==> config.mk <==
export PLATFORM = sky130hd
export DESIGN_NAME = utf8_char_decode_validate
export DESIGN_NICKNAME = d
export VERILOG_FILES = /design/src/u8dec_pkg.sv /design/src/u8dec_pack.sv /design/src/u8dec_check.sv /design/src/u8dec_select.sv /design/src/utf8_char_decode_validate.sv
export VERILOG_INCLUDE_DIRS = /design/src /design/src/src
export SDC_FILE = /design/constraint.sdc
export NUM_CORES = 1
export LEC_CHECK = 0
export ABC_AREA = 1
export BUFFER_PORTS_ARGS = -buffer_cell sky130_fd_sc_hd__buf_2
export CORE_UTILIZATION = 60
export DETAILED_ROUTE_END_ITERATION = 12
export PLACE_DENSITY = 0.83
export SLEW_MARGIN = 20
export SYNTH_ARGS = -nofsm -noshare
export SYNTH_HDL_FRONTEND = slang
export SYNTH_SLANG_ARGS = --single-unit
export TNS_END_PERCENT = 50
==> constraint.sdc <==
create_clock -name clk_i -period 6.7 [get_ports clk_i]
set_clock_uncertainty 0.05 [all_clocks]
set_input_delay 0.335 -clock clk_i [delete_from_list [all_inputs] [get_ports clk_i]]
set_output_delay 0.335 -clock clk_i [all_outputs]
set_load 0.01 [all_outputs]
==> src/utf8_char_decode_validate_defines.svh <==
// Assertion macros shared by the UTF-8 decoder RTL.
`ifndef UTF8_CHAR_DECODE_VALIDATE_DEFINES_SVH
`define UTF8_CHAR_DECODE_VALIDATE_DEFINES_SVH

`ifndef SYNTHESIS

// Checks that a property holds at every clock edge outside reset.
`define U8D_ASSERT(lbl, prop) \
  lbl: assert property (@(posedge clk_i) disable iff (!rst_ni) (prop)) \
    else $error("utf8 decoder assertion failed");

// Checks that a consequent holds in the cycle after its antecedent.
`define U8D_ASSERT_NEXT(lbl, ante, cons) \
  lbl: assert property (@(posedge clk_i) disable iff (!rst_ni) (ante) |=> (cons)) \
    else $error("utf8 decoder assertion failed");

`else

`define U8D_ASSERT(lbl, prop)
`define U8D_ASSERT_NEXT(lbl, ante, cons)

`endif

`endif

==> src/u8dec_pkg.sv <==
// Types and constants shared by the UTF-8 decoder pipeline stages.
`timescale 1ns / 1ps
`default_nettype none
package u8dec_pkg;

  // Well-formed ranges and the bit patterns of each sequence length.
  localparam logic [31:0] AsciiHi     = 32'h0000_007F;
  localparam logic [31:0] TwoLo       = 32'h0000_C280;
  localparam logic [31:0] TwoHi       = 32'h0000_DFBF;
  localparam logic [31:0] TwoMask     = 32'h0000_E0C0;
  localparam logic [31:0] TwoPattern  = 32'h0000_C080;
  localparam logic [31:0] SurrLo      = 32'h00ED_A080;
  localparam logic [31:0] SurrHi      = 32'h00ED_BFBF;
  localparam logic [31:0] ThreeLo     = 32'h00E0_A080;
  localparam logic [31:0] ThreeHi     = 32'h00EF_BFBF;
  localparam logic [31:0] ThreeMask   = 32'h00F0_C0C0;
  localparam logic [31:0] ThreePat    = 32'h00E0_8080;
  localparam logic [31:0] FourLo      = 32'hF090_8080;
  localparam logic [31:0] FourHi      = 32'hF48F_BFBF;
  localparam logic [31:0] FourMask    = 32'hF8C0_C0C0;
  localparam logic [31:0] FourPattern = 32'hF080_8080;

  // Masks used to pull the scalar value out of a packed sequence.
  localparam logic [31:0] LeadBits    = 32'h0700_0000;
  localparam logic [31:0] MidNarrow   = 32'h000F_0000;
  localparam logic [31:0] MidWide     = 32'h003F_0000;
  localparam logic [31:0] ThirdBits   = 32'h0000_3F00;
  localparam logic [31:0] LastBits    = 32'h0000_003F;

  // Item leaving the packing stage.
  typedef struct packed {
    logic [31:0] word;
    logic [2:0]  len;
    logic [7:0]  lead;
  } pack_t;

  // Item leaving the checking stage.
  typedef struct packed {
    logic [31:0] word;
    logic [2:0]  len;
    logic [7:0]  lead;
    logic [20:0] scalar;
    logic        bad;
  } chk_t;

endpackage
`default_nettype wire

==> src/u8dec_pack.sv <==
// First pipeline stage: sequence length lookup and big-endian byte packing.
`timescale 1ns / 1ps
`default_nettype none
module u8dec_pack (
  input  logic            clk_i,
  input  logic            rst_ni,
  input  logic            valid_i,
  output logic            stall_o,
  input  logic [7:0]      byte0_i,
  input  logic [7:0]      byte1_i,
  input  logic [7:0]      byte2_i,
  input  logic [7:0]      byte3_i,
  output logic            valid_o,
  input  logic            stall_i,
  output u8dec_pkg::pack_t data_o
);
  import u8dec_pkg::*;

  // Length from the lead byte's upper nibble; continuation bytes give zero.
  function automatic logic [2:0] seq_len(input logic [3:0] nib);
    logic [2:0] len;
    unique case (nib)
      4'h8, 4'h9, 4'hA, 4'hB: len = 3'd0;
      4'hC, 4'hD:             len = 3'd2;
      4'hE:                   len = 3'd3;
      4'hF:                   len = 3'd4;
      default:                len = 3'd1;
    endcase
    return len;
  endfunction

  logic       valid_q;
  pack_t      data_q;
  pack_t      data_d;
  logic [2:0] len;
  logic       take0, take1, take2, take3;

  always_comb begin
    len   = seq_len(byte0_i[7:4]);
    // Packing stops at the first zero byte or at the sequence length.
    take0 = (len >= 3'd1) && (byte0_i != 8'h00);
    take1 = take0 && (len >= 3'd2) && (byte1_i != 8'h00);
    take2 = take1 && (len >= 3'd3) && (byte2_i != 8'h00);
    take3 = take2 && (len >= 3'd4) && (byte3_i != 8'h00);
    if (take3) begin
      data_d.word = {byte0_i, byte1_i, byte2_i, byte3_i};
    end else if (take2) begin
      data_d.word = {8'h00, byte0_i, byte1_i, byte2_i};
    end else if (take1) begin
      data_d.word = {16'h0000, byte0_i, byte1_i};
    end else if (take0) begin
      data_d.word = {24'h00_0000, byte0_i};
    end else begin
      data_d.word = 32'h0000_0000;
    end
    data_d.len  = len;
    data_d.lead = byte0_i;
  end

  assign stall_o = valid_q && stall_i;

  always_ff @(posedge clk_i or negedge rst_ni) begin
    if (!rst_ni) begin
      valid_q <= 1'b0;
    end else if (!stall_o) begin
      valid_q <= valid_i;
    end
  end

  always_ff @(posedge clk_i) begin
    if (valid_i && !stall_o) begin
      data_q <= data_d;
    end
  end

  assign valid_o = valid_q;
  assign data_o  = data_q;

endmodule
`default_nettype wire

==> src/u8dec_check.sv <==
// Second pipeline stage: range validation and scalar value extraction.
`timescale 1ns / 1ps
`default_nettype none
module u8dec_check (
  input  logic             clk_i,
  input  logic             rst_ni,
  input  logic             valid_i,
  output logic             stall_o,
  input  u8dec_pkg::pack_t data_i,
  output logic             valid_o,
  input  logic             stall_i,
  output u8dec_pkg::chk_t  data_o
);
  import u8dec_pkg::*;

  logic        valid_q;
  chk_t        data_q;
  chk_t        data_d;
  logic        well_formed;
  logic [31:0] mid_mask;
  logic [31:0] scalar_full;

  always_comb begin
    // Ranges are tried in order; surrogates fall out before the three-byte test.
    if (data_i.word <= AsciiHi) begin
      well_formed = 1'b1;
    end else if (data_i.word >= TwoLo && data_i.word <= TwoHi) begin
      well_formed = (data_i.word & TwoMask) == TwoPattern;
    end else if (data_i.word >= SurrLo && data_i.word <= SurrHi) begin
      well_formed = 1'b0;
    end else if (data_i.word >= ThreeLo && data_i.word <= ThreeHi) begin
      well_formed = (data_i.word & ThreeMask) == ThreePat;
    end else if (data_i.word >= FourLo && data_i.word <= FourHi) begin
      well_formed = (data_i.word & FourMask) == FourPattern;
    end else begin
      well_formed = 1'b0;
    end

    mid_mask = (data_i.word <= ThreeHi) ? MidNarrow : MidWide;
    if (data_i.word <= AsciiHi) begin
      scalar_full = data_i.word;
    end else begin
      scalar_full = ((data_i.word & LeadBits) >> 6) | ((data_i.word & mid_mask) >> 4) |
                    ((data_i.word & ThirdBits) >> 2) | (data_i.word & LastBits);
    end

    data_d.word   = data_i.word;
    data_d.len    = data_i.len;
    data_d.lead   = data_i.lead;
    data_d.scalar = scalar_full[20:0];
    data_d.bad    = (data_i.len == 3'd0) || !well_formed;
  end

  assign stall_o = valid_q && stall_i;

  always_ff @(posedge clk_i or negedge rst_ni) begin
    if (!rst_ni) begin
      valid_q <= 1'b0;
    end else if (!stall_o) begin
      valid_q <= valid_i;
    end
  end

  always_ff @(posedge clk_i) begin
    if (valid_i && !stall_o) begin
      data_q <= data_d;
    end
  end

  assign valid_o = valid_q;
  assign data_o  = data_q;

endmodule
`default_nettype wire

==> src/u8dec_select.sv <==
// Third pipeline stage: result selection into the output register.
`timescale 1ns / 1ps
`default_nettype none
module u8dec_select (
  input  logic            clk_i,
  input  logic            rst_ni,
  input  logic            valid_i,
  output logic            stall_o,
  input  u8dec_pkg::chk_t data_i,
  output logic            valid_o,
  input  logic            stall_i,
  output logic [2:0]      consumed_o,
  output logic [31:0]     packed_encoding_o,
  output logic [20:0]     codepoint_o,
  output logic            invalid_o
);
  import u8dec_pkg::*;

  logic        valid_q;
  logic [2:0]  consumed_q,  consumed_d;
  logic [31:0] packed_q,    packed_d;
  logic [20:0] codepoint_q, codepoint_d;
  logic        invalid_q,   invalid_d;

  always_comb begin
    // A rejected sequence falls back to the single raw lead byte.
    if (data_i.bad) begin
      packed_d    = {24'h00_0000, data_i.lead};
      consumed_d  = (data_i.lead != 8'h00) ? 3'd1 : 3'd0;
      codepoint_d = 21'd0;
      invalid_d   = 1'b1;
    end else begin
      packed_d    = data_i.word;
      consumed_d  = (data_i.word != 32'h0000_0000) ? data_i.len : 3'd0;
      codepoint_d = data_i.scalar;
      invalid_d   = 1'b0;
    end
  end

  assign stall_o = valid_q && stall_i;

  always_ff @(posedge clk_i or negedge rst_ni) begin
    if (!rst_ni) begin
      valid_q <= 1'b0;
    end else if (!stall_o) begin
      valid_q <= valid_i;
    end
  end

  always_ff @(posedge clk_i) begin
    if (valid_i && !stall_o) begin
      consumed_q  <= consumed_d;
      packed_q    <= packed_d;
      codepoint_q <= codepoint_d;
      invalid_q   <= invalid_d;
    end
  end

  assign valid_o           = valid_q;
  assign consumed_o        = consumed_q;
  assign packed_encoding_o = packed_q;
  assign codepoint_o       = codepoint_q;
  assign invalid_o         = invalid_q;

endmodule
`default_nettype wire

==> src/utf8_char_decode_validate.sv <==
// Top level of the UTF-8 character decoder and validator pipeline.
// An accepted item passes through the pack, check and select registers in turn.
// Throughput: one item per cycle while the output is not stalled; each of the three stages holds one item.
// A stage refills in the same cycle its item moves on, so bubbles close up.
// Reset clears only the stage valid bits; the data registers are not reset.
`timescale 1ns / 1ps
`default_nettype none
`include "utf8_char_decode_validate_defines.svh"
module utf8_char_decode_validate (
  input  logic        clk_i,
  input  logic        rst_ni,
  input  logic        in_valid_i,
  output logic        in_stall_o,
  input  logic [7:0]  first_byte_i,
  input  logic [7:0]  second_byte_i,
  input  logic [7:0]  third_byte_i,
  input  logic [7:0]  fourth_byte_i,
  output logic        out_valid_o,
  input  logic        out_stall_i,
  output logic [2:0]  consumed_o,
  output logic [31:0] packed_encoding_o,
  output logic [20:0] codepoint_o,
  output logic        invalid_o
);
  import u8dec_pkg::*;

  // Each stage stalls its upstream neighbour only while it holds an item
  // that its own downstream neighbour cannot take, so an empty stage always
  // accepts even when the output register is waiting.
  logic  pack_valid;
  logic  pack_stall;
  pack_t pack_data;
  logic  chk_valid;
  logic  chk_stall;
  chk_t  chk_data;
  logic  sel_stall;

  // Stage one: the lead byte's nibble sets the length and the window bytes
  // are packed big-endian up to that length or the first zero byte.
  u8dec_pack u_pack (
    .clk_i   (clk_i),
    .rst_ni  (rst_ni),
    .valid_i (in_valid_i),
    .stall_o (in_stall_o),
    .byte0_i (first_byte_i),
    .byte1_i (second_byte_i),
    .byte2_i (third_byte_i),
    .byte3_i (fourth_byte_i),
    .valid_o (pack_valid),
    .stall_i (pack_stall),
    .data_o  (pack_data)
  );

  // Stage two: the packed word is compared against the well-formed ranges,
  // and the scalar value is extracted in parallel.
  u8dec_check u_check (
    .clk_i   (clk_i),
    .rst_ni  (rst_ni),
    .valid_i (pack_valid),
    .stall_o (pack_stall),
    .data_i  (pack_data),
    .valid_o (chk_valid),
    .stall_i (chk_stall),
    .data_o  (chk_data)
  );

  // Stage three: the result fields are chosen and held in the output register.
  u8dec_select u_select (
    .clk_i             (clk_i),
    .rst_ni            (rst_ni),
    .valid_i           (chk_valid),
    .stall_o           (sel_stall),
    .data_i            (chk_data),
    .valid_o           (out_valid_o),
    .stall_i           (out_stall_i),
    .consumed_o        (consumed_o),
    .packed_encoding_o (packed_encoding_o),
    .codepoint_o       (codepoint_o),
    .invalid_o         (invalid_o)
  );

  assign chk_stall = sel_stall;

  // An invalid result always consumes exactly the lead byte and has no scalar.
  `U8D_ASSERT(a_invalid_shape,
    !(out_valid_o && invalid_o) || (consumed_o == 3'd1 && codepoint_o == 21'd0))

  // End of text gives an all-zero result.
  `U8D_ASSERT(a_end_of_text,
    !(out_valid_o && !invalid_o && consumed_o == 3'd0) ||
    (packed_encoding_o == 32'h0000_0000 && codepoint_o == 21'd0))

  // A valid scalar is never a surrogate and never above the Unicode range.
  `U8D_ASSERT(a_scalar_range,
    !(out_valid_o && !invalid_o) ||
    (codepoint_o <= 21'h10_FFFF && (codepoint_o < 21'h00_D800 || codepoint_o > 21'h00_DFFF)))

  // An accepted item always lands in the first stage.
  `U8D_ASSERT_NEXT(a_accept_lands, in_valid_i && !in_stall_o, pack_valid)

endmodule
`default_nettype wire
# After elaboration in Yosys (flattened, before gate mapping)
# Memories as Yosys holds them, arrays and structs flattened.
# Index checks and enable logic that the tools add are counted.
# op_classes
order_cmp	13
eq_ne	3
div_mod_pow	0
mux	16
mul	0
addsub	0
shift	0
n_bitwise	4
reduce_logical	29
# op_table
cell	n
$mux W32	3
$ge A32 B24 Y1 const B	2
$le A32 B24 Y1 const B	2
$reduce_bool A8 Y1	5
$ge A32 B16 Y1 const B	1
$ge A32 B32 Y1 const B	1
$le A32 B16 Y1 const B	1
$le A32 B32 Y1 const B	1
$le A32 B7 Y1 const B	1
$reduce_bool A32 Y1	1
$and A25 B22 Y25	1
$mux W22	1
$mux W21	1
$or A21 B12 Y21	1
$or A21 B21 Y21	1
$or A21 B6 Y21	1
$logic_and A1 B1 Y1	17
$mux W8	2
$eq A11 B11 Y1 const B	1
$eq A8 B8 Y1 const B	1
$mux W1	7
$ge A3 B2 Y1 const B	2
$mux W3	2
$eq A5 B5 Y1 const B	1
5 further kinds	8
# totals
register_bits	168
mem_bits_ro	48
memories	1
latchBits	0
in_bits	36
ram_bits	0
word_cells	82
out_inout_bits	59
# memory_table
name	depth	width	rd	rd_clocked_by_memory_dff	wr	line_no	rtl
(name not given)	16	3	1	0	0	u8dec_pack.sv:22	unique case (nib)

# Longest topological paths before layout
# Gate-level depths: netlist of run 1.
# An unclocked memory read counts as a cell.
# logic_depth
ltp_word	10
depth_mapped	15
ltp_nobuf	15

# Hierarchy
# From an unflattened synthesis of run 1, not the netlist that was laid out.
# unflattened
hier_cells	689
hier_area_um2	7215.7
# by_module_without_submodules
mod	area_per_inst_um2	cells_per_inst	instances	seq_area_each_um2
u8dec_check	2513.7	209	1	1796.7
u8dec_select	2391.0	225	1	1736.7
u8dec_pack	2311.0	255	1	1316.3

# Worst setup path before layout of run 1
# No wires, ideal clock.
# synth_timing
kind	reg-to-reg
from	register u_select.valid_q (netlist: u_select.valid_o)
to	register u_select.codepoint_q[0] (netlist: u_select.codepoint_o[0]), enable pin
arrival_time_ns	3.232
setup_ns	0.491
required_time_ns	6.159
stages_incl_launch_ff	2
setup_slack_ns	2.927
path_buffers	0
period_less_slack_ns	3.773
cell_sequence	dfrtp_1 a21oi_1
# synth_between
elab_chain_len	3
# synth_rtl
element	line_no	rtl
from (decl)	u8dec_select.sv:19	logic valid_q;
from (signal assigned)	u8dec_select.sv:46	valid_q <= valid_i;
$logic_and A1 B1 Y1	u8dec_select.sv:40	assign stall_o = valid_q && stall_i;
$logic_not A1 Y1	n/a	
$logic_and A1 B1 Y1	u8dec_select.sv:51	if (valid_i && !stall_o) begin
to (signal assigned)	u8dec_select.sv:54	codepoint_q <= codepoint_d;
to (decl)	u8dec_select.sv:22	logic [20:0] codepoint_q, codepoint_d;
# Every way passes these cells.
# A chain may end at the register's enable or synchronous reset.

==> results of run 1 <==
## timing repair
item                                   in CTS  in global routing
hold buffers                                1                  0
gates resized for setup                     0                  0
endpoints found under the hold margin       3                  0
## area by class of cell
type	count	area (µm²)	area share (%)
Clock inverter	10	161	2.02
Sequential cell	162	4850	60.6
Clock buffer	22	454	5.67
Timing Repair Buffer	99	523	6.53
Tap cell	140	175	2.19
Inverter	108	408	5.09
Multi-Input combinational cell	302	1440	17.9
## registers in the layout (all words and copies together), names as in the netlist
signal / cells
u_select.consumed_o: 3
u_pack.data_o: 43
u_select.packed_encoding_o: 32
u_pack.valid_o: 1
u_select.valid_o: 1
u_check.valid_o: 1
u_check.data_o: 59
u_select.codepoint_o: 21
u_select.invalid_o: 1
## Yosys cell counts, types with 2 or more instances
cell | number | share of area (%)
clkbuf_1 | 19 | 1.0
edfxtp_1 | 159 | 70
nor4_1 | 13 | 1.2
nand4_1 | 11 | 1.0
o211ai_1 | 7 | 0.77
nand2_2 | 2 | 0.18
o21ai_1 | 4 | 0.29
nor2_1 | 98 | 5.4
a21oi_1 | 6 | 0.44
o21ai_0 | 22 | 1.6
buf_6 | 3 | 0.50
o211ai_2 | 2 | 0.37
o22ai_1 | 8 | 0.74
nand3b_1 | 3 | 0.33
buf_2 | 2 | 0.15
dfrtp_1 | 3 | 1.1
nand3_1 | 24 | 1.8
nor3_1 | 14 | 1.0
nand2_1 | 76 | 4.2
inv_1 | 105 | 5.8
o21a_1 | 3 | 0.33
## metrics by stage
step                      worst slack, ns  utilization (%)
after floorplan                      2.93                -
after global placement               4.10             67.3
after detailed placement             4.12             67.3
after CTS                            4.53             73.0
after global routing                 4.30             73.2
final                                4.45             73.2
## cell families (layout without fill, tap and decap cells)
group | after synthesis | in the layout | synth area share [%]
AND/OR/NAND/NOR | 248 | 248 | 16.1
AO/OA/AOI/OAI | 54 | 54 | 4.79
flip-flops | 162 | 162 | 71.3
buffers and inverters | 133 | 239 | 7.80
## path summary, 6_finish.rpt
path / startpoint / end / slack [ns] / depth (start not counted)
worst max-delay path: u_pack.data_o[37]$_SDFFCE_PN0P_ / u_check.data_o[0]$_DFFE_PP_ / 4.45 / 9
worst min-delay path: first_byte_i[6] / u_pack.data_o[6]$_DFFE_PP_ / 0.08 / 1
worst max register to register: u_pack.data_o[37]$_SDFFCE_PN0P_ / u_check.data_o[0]$_DFFE_PP_ / 4.45 / 9
worst min register to register: u_pack.data_o[2]$_DFFE_PP_ / u_check.data_o[24]$_DFFE_PP_ / 0.37 / 0
max in group asynchronous: rst_ni / u_select.valid_o$_DFFE_PN0N_ / 6.29 / 2
min in group asynchronous: rst_ni / u_check.valid_o$_DFFE_PN0N_ / 0.20 / 2
## metal layers
layer	vias up	routed length, µm
met3	39	1160
li1	2199	-
met4	0	352
met5	-	0
met2	270	7910
met1	2222	6390
## power breakdown
| group | total, mW | internal [mW] | leakage, nW | switching [mW] |
|---|---|---|---|---|
| combinational | 0.188 | 0.0562 | 1.49 | 0.132 |
| sequential | 1.27 | 1.22 | 1.60 | 0.0484 |
| clock | 1.01 | 0.634 | 0.302 | 0.374 |
| total | 2.46 | 1.91 | 3.39 | 0.554 |
## critical path: stages (launching register included)
cell and delay [ns]:
edfxtp_1 0.43, nor2_1 0.22, nand2_1 0.12, nor2_2 0.20, inv_1 0.07, nor3_1 0.33, nand4_1 0.19, o21a_1 0.22
nand2_1 0.09, nand2_1 0.07
==> metrics.md, run 1 <==
| Metric | Value |
|---|---|
| Status | `finished, final reports clean` |
| Diode count | `0` |
| Pwr Total | `2.46 mW` |
| Fin nets | `726` |
| Commonest non-fill, non-tap cells in the layout | `159 x edfxtp_1, 104 x inv_1, 97 x nor2_1, 94 x buf_2, 76 x nand2_1` |
| Row Count | `38` |
| MaxCap Viol Count | `0` |
| Fmax | `444 MHz` |
| Final setup TNS | `0 ns` |
| Core area | `approximately 0.011 mm²` |
| Worst Tran Pin Value | `0.753 ns` |
| Total number of vias | `around 4700` |
| Most common cell after layout, fill and taps aside | `edfxtp_1` |
| Synth cell types | `34` |
| Kind of critical path | `reg -> reg` |
| Synthesized area | `approximately 0.0068 mm²` |
| Most used DFF post-synth | `edfxtp_1` |
| Final wirelength | `15800 µm` |
| CP arrival | `2.37 ns` |
| Syn_area_per_cell | `11.4 µm²` |
| Pwr dens | `308 mW/mm²` |
| Fin cells | `843` |
| Setup Buffers After CTS | `0` |
| Via density | `about 5.6` |
| Initial antenna violation count | `0` |
| H-tree depth | `4` |
| Req. time, crit path | `6.81 ns` |
| Worst IR Drop VDD | `about 0.19 mV` |
| Synth Net Count | `between 600 and 700` |
| Die Y | `approximately 110 µm` |
| Tot GR Track Use | `just under 30%` |
| Layout cells sized above 1 | `roughly a fifth` |
| Synthesis Warnings | `0` |
| GRT Residual Overflow | `0` |
| Fillers | `~660` |
| Tcrit/Tclk final | `about a third` |
| Final min period | `2.25 ns` |
| CTS buffer count | `17` |
| Static Leakage | `around 3.4 nW` |
| Area growth syn-to-layout | `17.8%` |
| First-pass GRT wire length | `between 20000 and 25000 µm` |
| Iter 0 DRT Violations | `~440` |
| Wire length per cell | `~19 µm` |
| Worst Hold Class | `in -> reg` |
| Post-route cell area | `about 0.008 mm²` |
| Port bufs | `94` |
| I/O Pins | `95` |
| Post-synthesis cell count | `approximately 600` |
| #FFs+latches synth | `about 160` |
| Sequential area share after synthesis | `71.3%` |
| GR Util met3 | `under 10%` |
| Inst Count DP | `809` |
| WHS | `between 0.07 and 0.08 ns` |
| Worst Setup Start Kind | `register` |
| Hold Violations, Final | `0` |
| First drt pass iteration count | `9` |
| Worst-case clock buffer depth | `2` |
| Pin count of the biggest net entering global routing | `63` |
| Antenna violation net count after detailed routing | `0` |
| Remaining DRCs | `0` |
| Vias in the first global route | `4638` |
| Met1 Track Usage GR | `between 30% and 40%` |
| Final Max Tran Viols | `0` |
| CTS tree | `done` |
| Root Buffer | `clkbuf_16` |
| Crit path max fanout | `5` |
| GPL Wtd Cong | `around 0.88` |
| Starting Density | `62.2%` |
| Die extent in x | `between 100 and 150 µm` |
| Worst rel slew slack | `roughly 50%` |
| Final setup viols | `0` |
| EDFF count, synth | `approximately 160` |
| Clock-pin slew on the worst setup and hold paths | `roughly 0.060 ns` |
| Most Crowded Layer GR | `met2` |
| Worst-Skew Late Latency | `roughly 0.42 ns` |
| Share of flip-flops with an asynchronous set or reset | `roughly 1.9%` |
| Clock Sinks | `162` |
| Critical Path Sink Type | `register` |
| Placed inst area | `around 0.0074 mm²` |
| Die area | `around 0.012 mm²` |
| Met2 usage | `between 40% and 50%` |
| Dpl hpwl | `10900 µm` |
| RSZ-0062 raised after global routing | `no` |
No activity file was read; power rests on OpenSTA's default activity.
==> inputs of run 2 (changes only) <==
--- a/config.mk
+++ b/config.mk
@@ -6,11 +6,11 @@
 export SDC_FILE = /design/constraint.sdc
 export NUM_CORES = 1
 export LEC_CHECK = 0
-export ABC_AREA = 1
+export ABC_AREA = 0
 export BUFFER_PORTS_ARGS = -buffer_cell sky130_fd_sc_hd__buf_2
-export CORE_UTILIZATION = 60
+export CORE_UTILIZATION = 57
 export DETAILED_ROUTE_END_ITERATION = 12
-export PLACE_DENSITY = 0.83
+export PLACE_DENSITY = 0.8
 export SLEW_MARGIN = 20
 export SYNTH_ARGS = -nofsm -noshare
 export SYNTH_HDL_FRONTEND = slang
==> constraint.sdc (replaced) <==
create_clock -name clk_i -period 2.25 [get_ports clk_i]
set_clock_uncertainty 0.05 [all_clocks]
set_input_delay 0.1125 -clock clk_i [delete_from_list [all_inputs] [get_ports clk_i]]
set_output_delay 0.1125 -clock clk_i [all_outputs]
set_load 0.01 [all_outputs]
==> run 2 against run 1 <==
Effect of this change:
- the flow now finishes with violations (negative setup slack)
- synthesized cell count down 29%
- clock power grew to 2.8 times the previous value
- wire length is 21% lower
- largest cell class unchanged
- largest power group unchanged
==> metrics.md, run 2 <==
| Metric | Value |
|---|---|
| Die extent in x | `109 µm (about the same)` |
| Share of flip-flops with an asynchronous set or reset | `1.85% (unchanged)` |
| Pwr Total | `7.06 mW (+190%)` |
| Critical Path Sink Type | `register` |
| H-tree depth | `4 (unchanged)` |
| Worst IR Drop VDD | `0.614 mV (+230%)` |
| Clock-pin slew on the worst setup and hold paths | `0.06 ns (about the same)` |
| Syn_area_per_cell | `15.3 µm² (+34%)` |
| Row Count | `38 (unchanged)` |
| Tcrit/Tclk final | `101% (+67 points)` |
| Via density | `5.72 (+2.0%)` |
| MaxCap Viol Count | `0 (unchanged)` |
| Worst Hold Class | `in -> reg` |
| Top cell type's share of synthesized area | `73.8% (+3.6 points)` |
| Setup WS pre-CTS | `-0.0319 ns (-4.15 ns)` |
| Req. time, crit path | `2.35 ns (-4.46 ns)` |
| Total number of vias | `4053 (-14%)` |
| Reg2Reg Launch Point | `u_pack.data_o[36]$_SDFFCE_PN0P_` |
| Sequential area share after synthesis | `75.0% (+3.6 points)` |
| Hold Violations, Final | `0 (unchanged)` |
| Synth cell types | `53 (+56%)` |
| Fmax | `441 MHz (-0.62%)` |
| Failing checks | `negative setup slack` |
| Crit path max fanout | `2 (-3)` |
| Die Y | `109 µm (about the same)` |
| Inst Count DP | `655 (-19%)` |
| GPL Wtd Cong | `0.961 (+9.5%)` |
| Commonest cells post-synth | `159 x edfxtp_1, 45 x nor2b_1, 26 x nand2_1` |
| Most used DFF post-synth | `edfxtp_1` |
| Worst Setup Start Kind | `register` |
| Placed inst area | `0.00725 mm² (-1.6%)` |
| Worst hold path startpoint | `second_byte_i[6]` |
| GRT Residual Overflow | `0 (unchanged)` |
| Diode count | `0 (unchanged)` |
| Fin nets | `591 (-19%)` |
| Fillers | `692 (+4.5%)` |
| Pin count of the biggest net entering global routing | `58 (-7.9%)` |
| Most common cell after layout, fill and taps aside | `edfxtp_1` |
| Status | `finished, violations left` |
| Iter 0 DRT Violations | `362 (-17%)` |
| Final setup TNS | `-0.0186 ns (-0.0186 ns)` |
| Kind of critical path | `reg -> reg` |
| Final Max Tran Viols | `0 (unchanged)` |
| Tot GR Track Use | `22.8% (-6.2 points)` |
| Vias in the first global route | `3747 (-19%)` |
| EDFF count, synth | `159 (unchanged)` |
| Post-synthesis cell count | `423 (-29%)` |
| Dpl hpwl | `8660 µm (-20%)` |
| Pwr dens | `878 mW/mm² (+190%)` |
| Setup WS post-layout | `-0.0186 ns (-4.46 ns)` |
| Synth Net Count | `459 (-27%)` |
| Most common cell in the netlist | `edfxtp_1` |
| CTS buffer count | `17 (unchanged)` |
| Final wirelength | `12600 µm (-21%)` |
| Largest area contributor in the netlist | `edfxtp_1` |
| Core area | `0.0109 mm² (unchanged)` |
| Root Buffer | `clkbuf_16` |
| RSZ-0062 raised after global routing | `yes` |
| Worst rel slew slack | `52.2% (+2.3 points)` |
| Remaining DRCs | `0 (unchanged)` |
| Static Leakage | `2.99 nW (-12%)` |
| WHS | `0.0305 ns (-0.0487 ns)` |
| Commonest non-fill, non-tap cells in the layout | `159 x edfxtp_1, 94 x buf_2, 45 x nor2b_1, 28 x buf_4, 26 x nand2_1` |
| CTS tree | `done` |
| Final min period | `2.27 ns (+0.0140 ns)` |
| Worst Tran Pin Value | `0.718 ns (-0.0352 ns)` |
| Core Util, Final | `73.6% (+0.37 points)` |
| Number of flip-flops in the largest register | `59 (unchanged)` |
| Ranking of synthesized cells by area | `edfxtp_1 74%, nor2b_1 4.4%, nand2_1 1.5%` |
| Worst-Skew Late Latency | `0.42 ns (about the same)` |
| Final setup viols | `1 (+1)` |
| Fin cells | `708 (-16%)` |
| First-pass GRT wire length | `19300 µm (-21%)` |
| Critical path startpoint | `u_pack.data_o[36]$_SDFFCE_PN0P_` |
| Layout cells sized above 1 | `31.2% (+11 points)` |
| Area growth syn-to-layout | `24.4%` |
| #FFs+latches synth | `162 (unchanged)` |
| I/O Pins | `95 (unchanged)` |
| First drt pass iteration count | `8 (-1)` |
| Synthesis Warnings | `0 (unchanged)` |
| Die area | `0.0118 mm² (+0.15%)` |
| Worst-case clock buffer depth | `2 (unchanged)` |
| Post-route cell area | `0.00805 mm² (+0.50%)` |
| Antenna violation net count after detailed routing | `0 (unchanged)` |
| CP arrival | `2.37 ns (about the same)` |
| Port bufs | `94 (unchanged)` |
| Starting Density | `59.1% (-3.0 points)` |
| Synthesized area | `0.00647 mm² (-4.9%)` |
| Clock Sinks | `162 (unchanged)` |
| Wire length per cell | `17.7 µm (-5.5%)` |
| Initial antenna violation count | `0 (unchanged)` |
## run 2: changes by cell type after synthesis, moves of 11 or more
cell / change
o21ai_0: -15
nand2_1: -50
inv_1: -100
nand3_1: -19
nor3_1: -11
nor2b_1: +45
nor2_1: -78
## run 2: logic make-up (layout without fill, tap and decap cells)
group                  Yosys count  in the layout  share of synthesized area (%)
DFF                            162            162                           75.0
and+or+nand+nor                159            159                           14.4
AOI/OAI and AO/OA               59             59                           6.75
buffers and inverters           32            177                           2.13
muxes                           11             11                           1.74
## run 2: what timing repair did
action                                  CTS  global route
endpoints found under the hold margin    15             0
gates resized for setup                   2             5
endpoints found under the setup margin    1             3
buffers inserted                          5             3
hold buffers                             13             0
pin swaps                                 6             5
## run 2: power by group
| part | switching, mW | leakage (nW) | internal, mW |
|---|---|---|---|
| Sequential | 0.118 | 1.60 | 3.62 |
| Combinational | 0.316 | 1.11 | 0.229 |
| Clock | 1.14 | 0.285 | 1.64 |
| Total | 1.58 | 2.99 | 5.49 |
## run 2: worst paths after layout
kind                                           endpoint  slack, ns  cells past startpoint
setup / recovery            u_check.data_o[0]$_DFFE_PP_      -0.02                      5
max in group asynchronous  u_select.valid_o$_DFFE_PN0N_       1.49                      3
hold / removal              u_pack.data_o[33]$_DFFE_PP_       0.03                      3
hold reg to reg             u_check.data_o[1]$_DFFE_PP_       0.37                      0
min in group asynchronous   u_check.valid_o$_DFFE_PN0N_       0.51                      3
setup reg to reg            u_check.data_o[0]$_DFFE_PP_      -0.02                      5
## run 2: critical path, cell delays in order, from the launching register on
cell and delay (ns):
edfxtp_1 0.38, or4_4 0.56, or2_4 0.27, or4b_4 0.48, o22ai_2 0.14, a32oi_1 0.12
## run 2: cell type report
type,count,area (µm²),area share (%)
inverter,5,18.8,0.233
sequential,162,4850,60.3
tap,140,175,2.18
clock inverter,15,156,1.94
multi-input combinational,229,1520,18.9
clock buffer,17,425,5.29
timing repair buffer,140,902,11.2
## run 2: metal layers
metal | GRT usage [%] | wire length, µm
met1 | 31.0 | 5360
met5 | 0 | 0
met4 | 8.59 | 253
met2 | 35.8 | 6040
met3 | 5.73 | 901
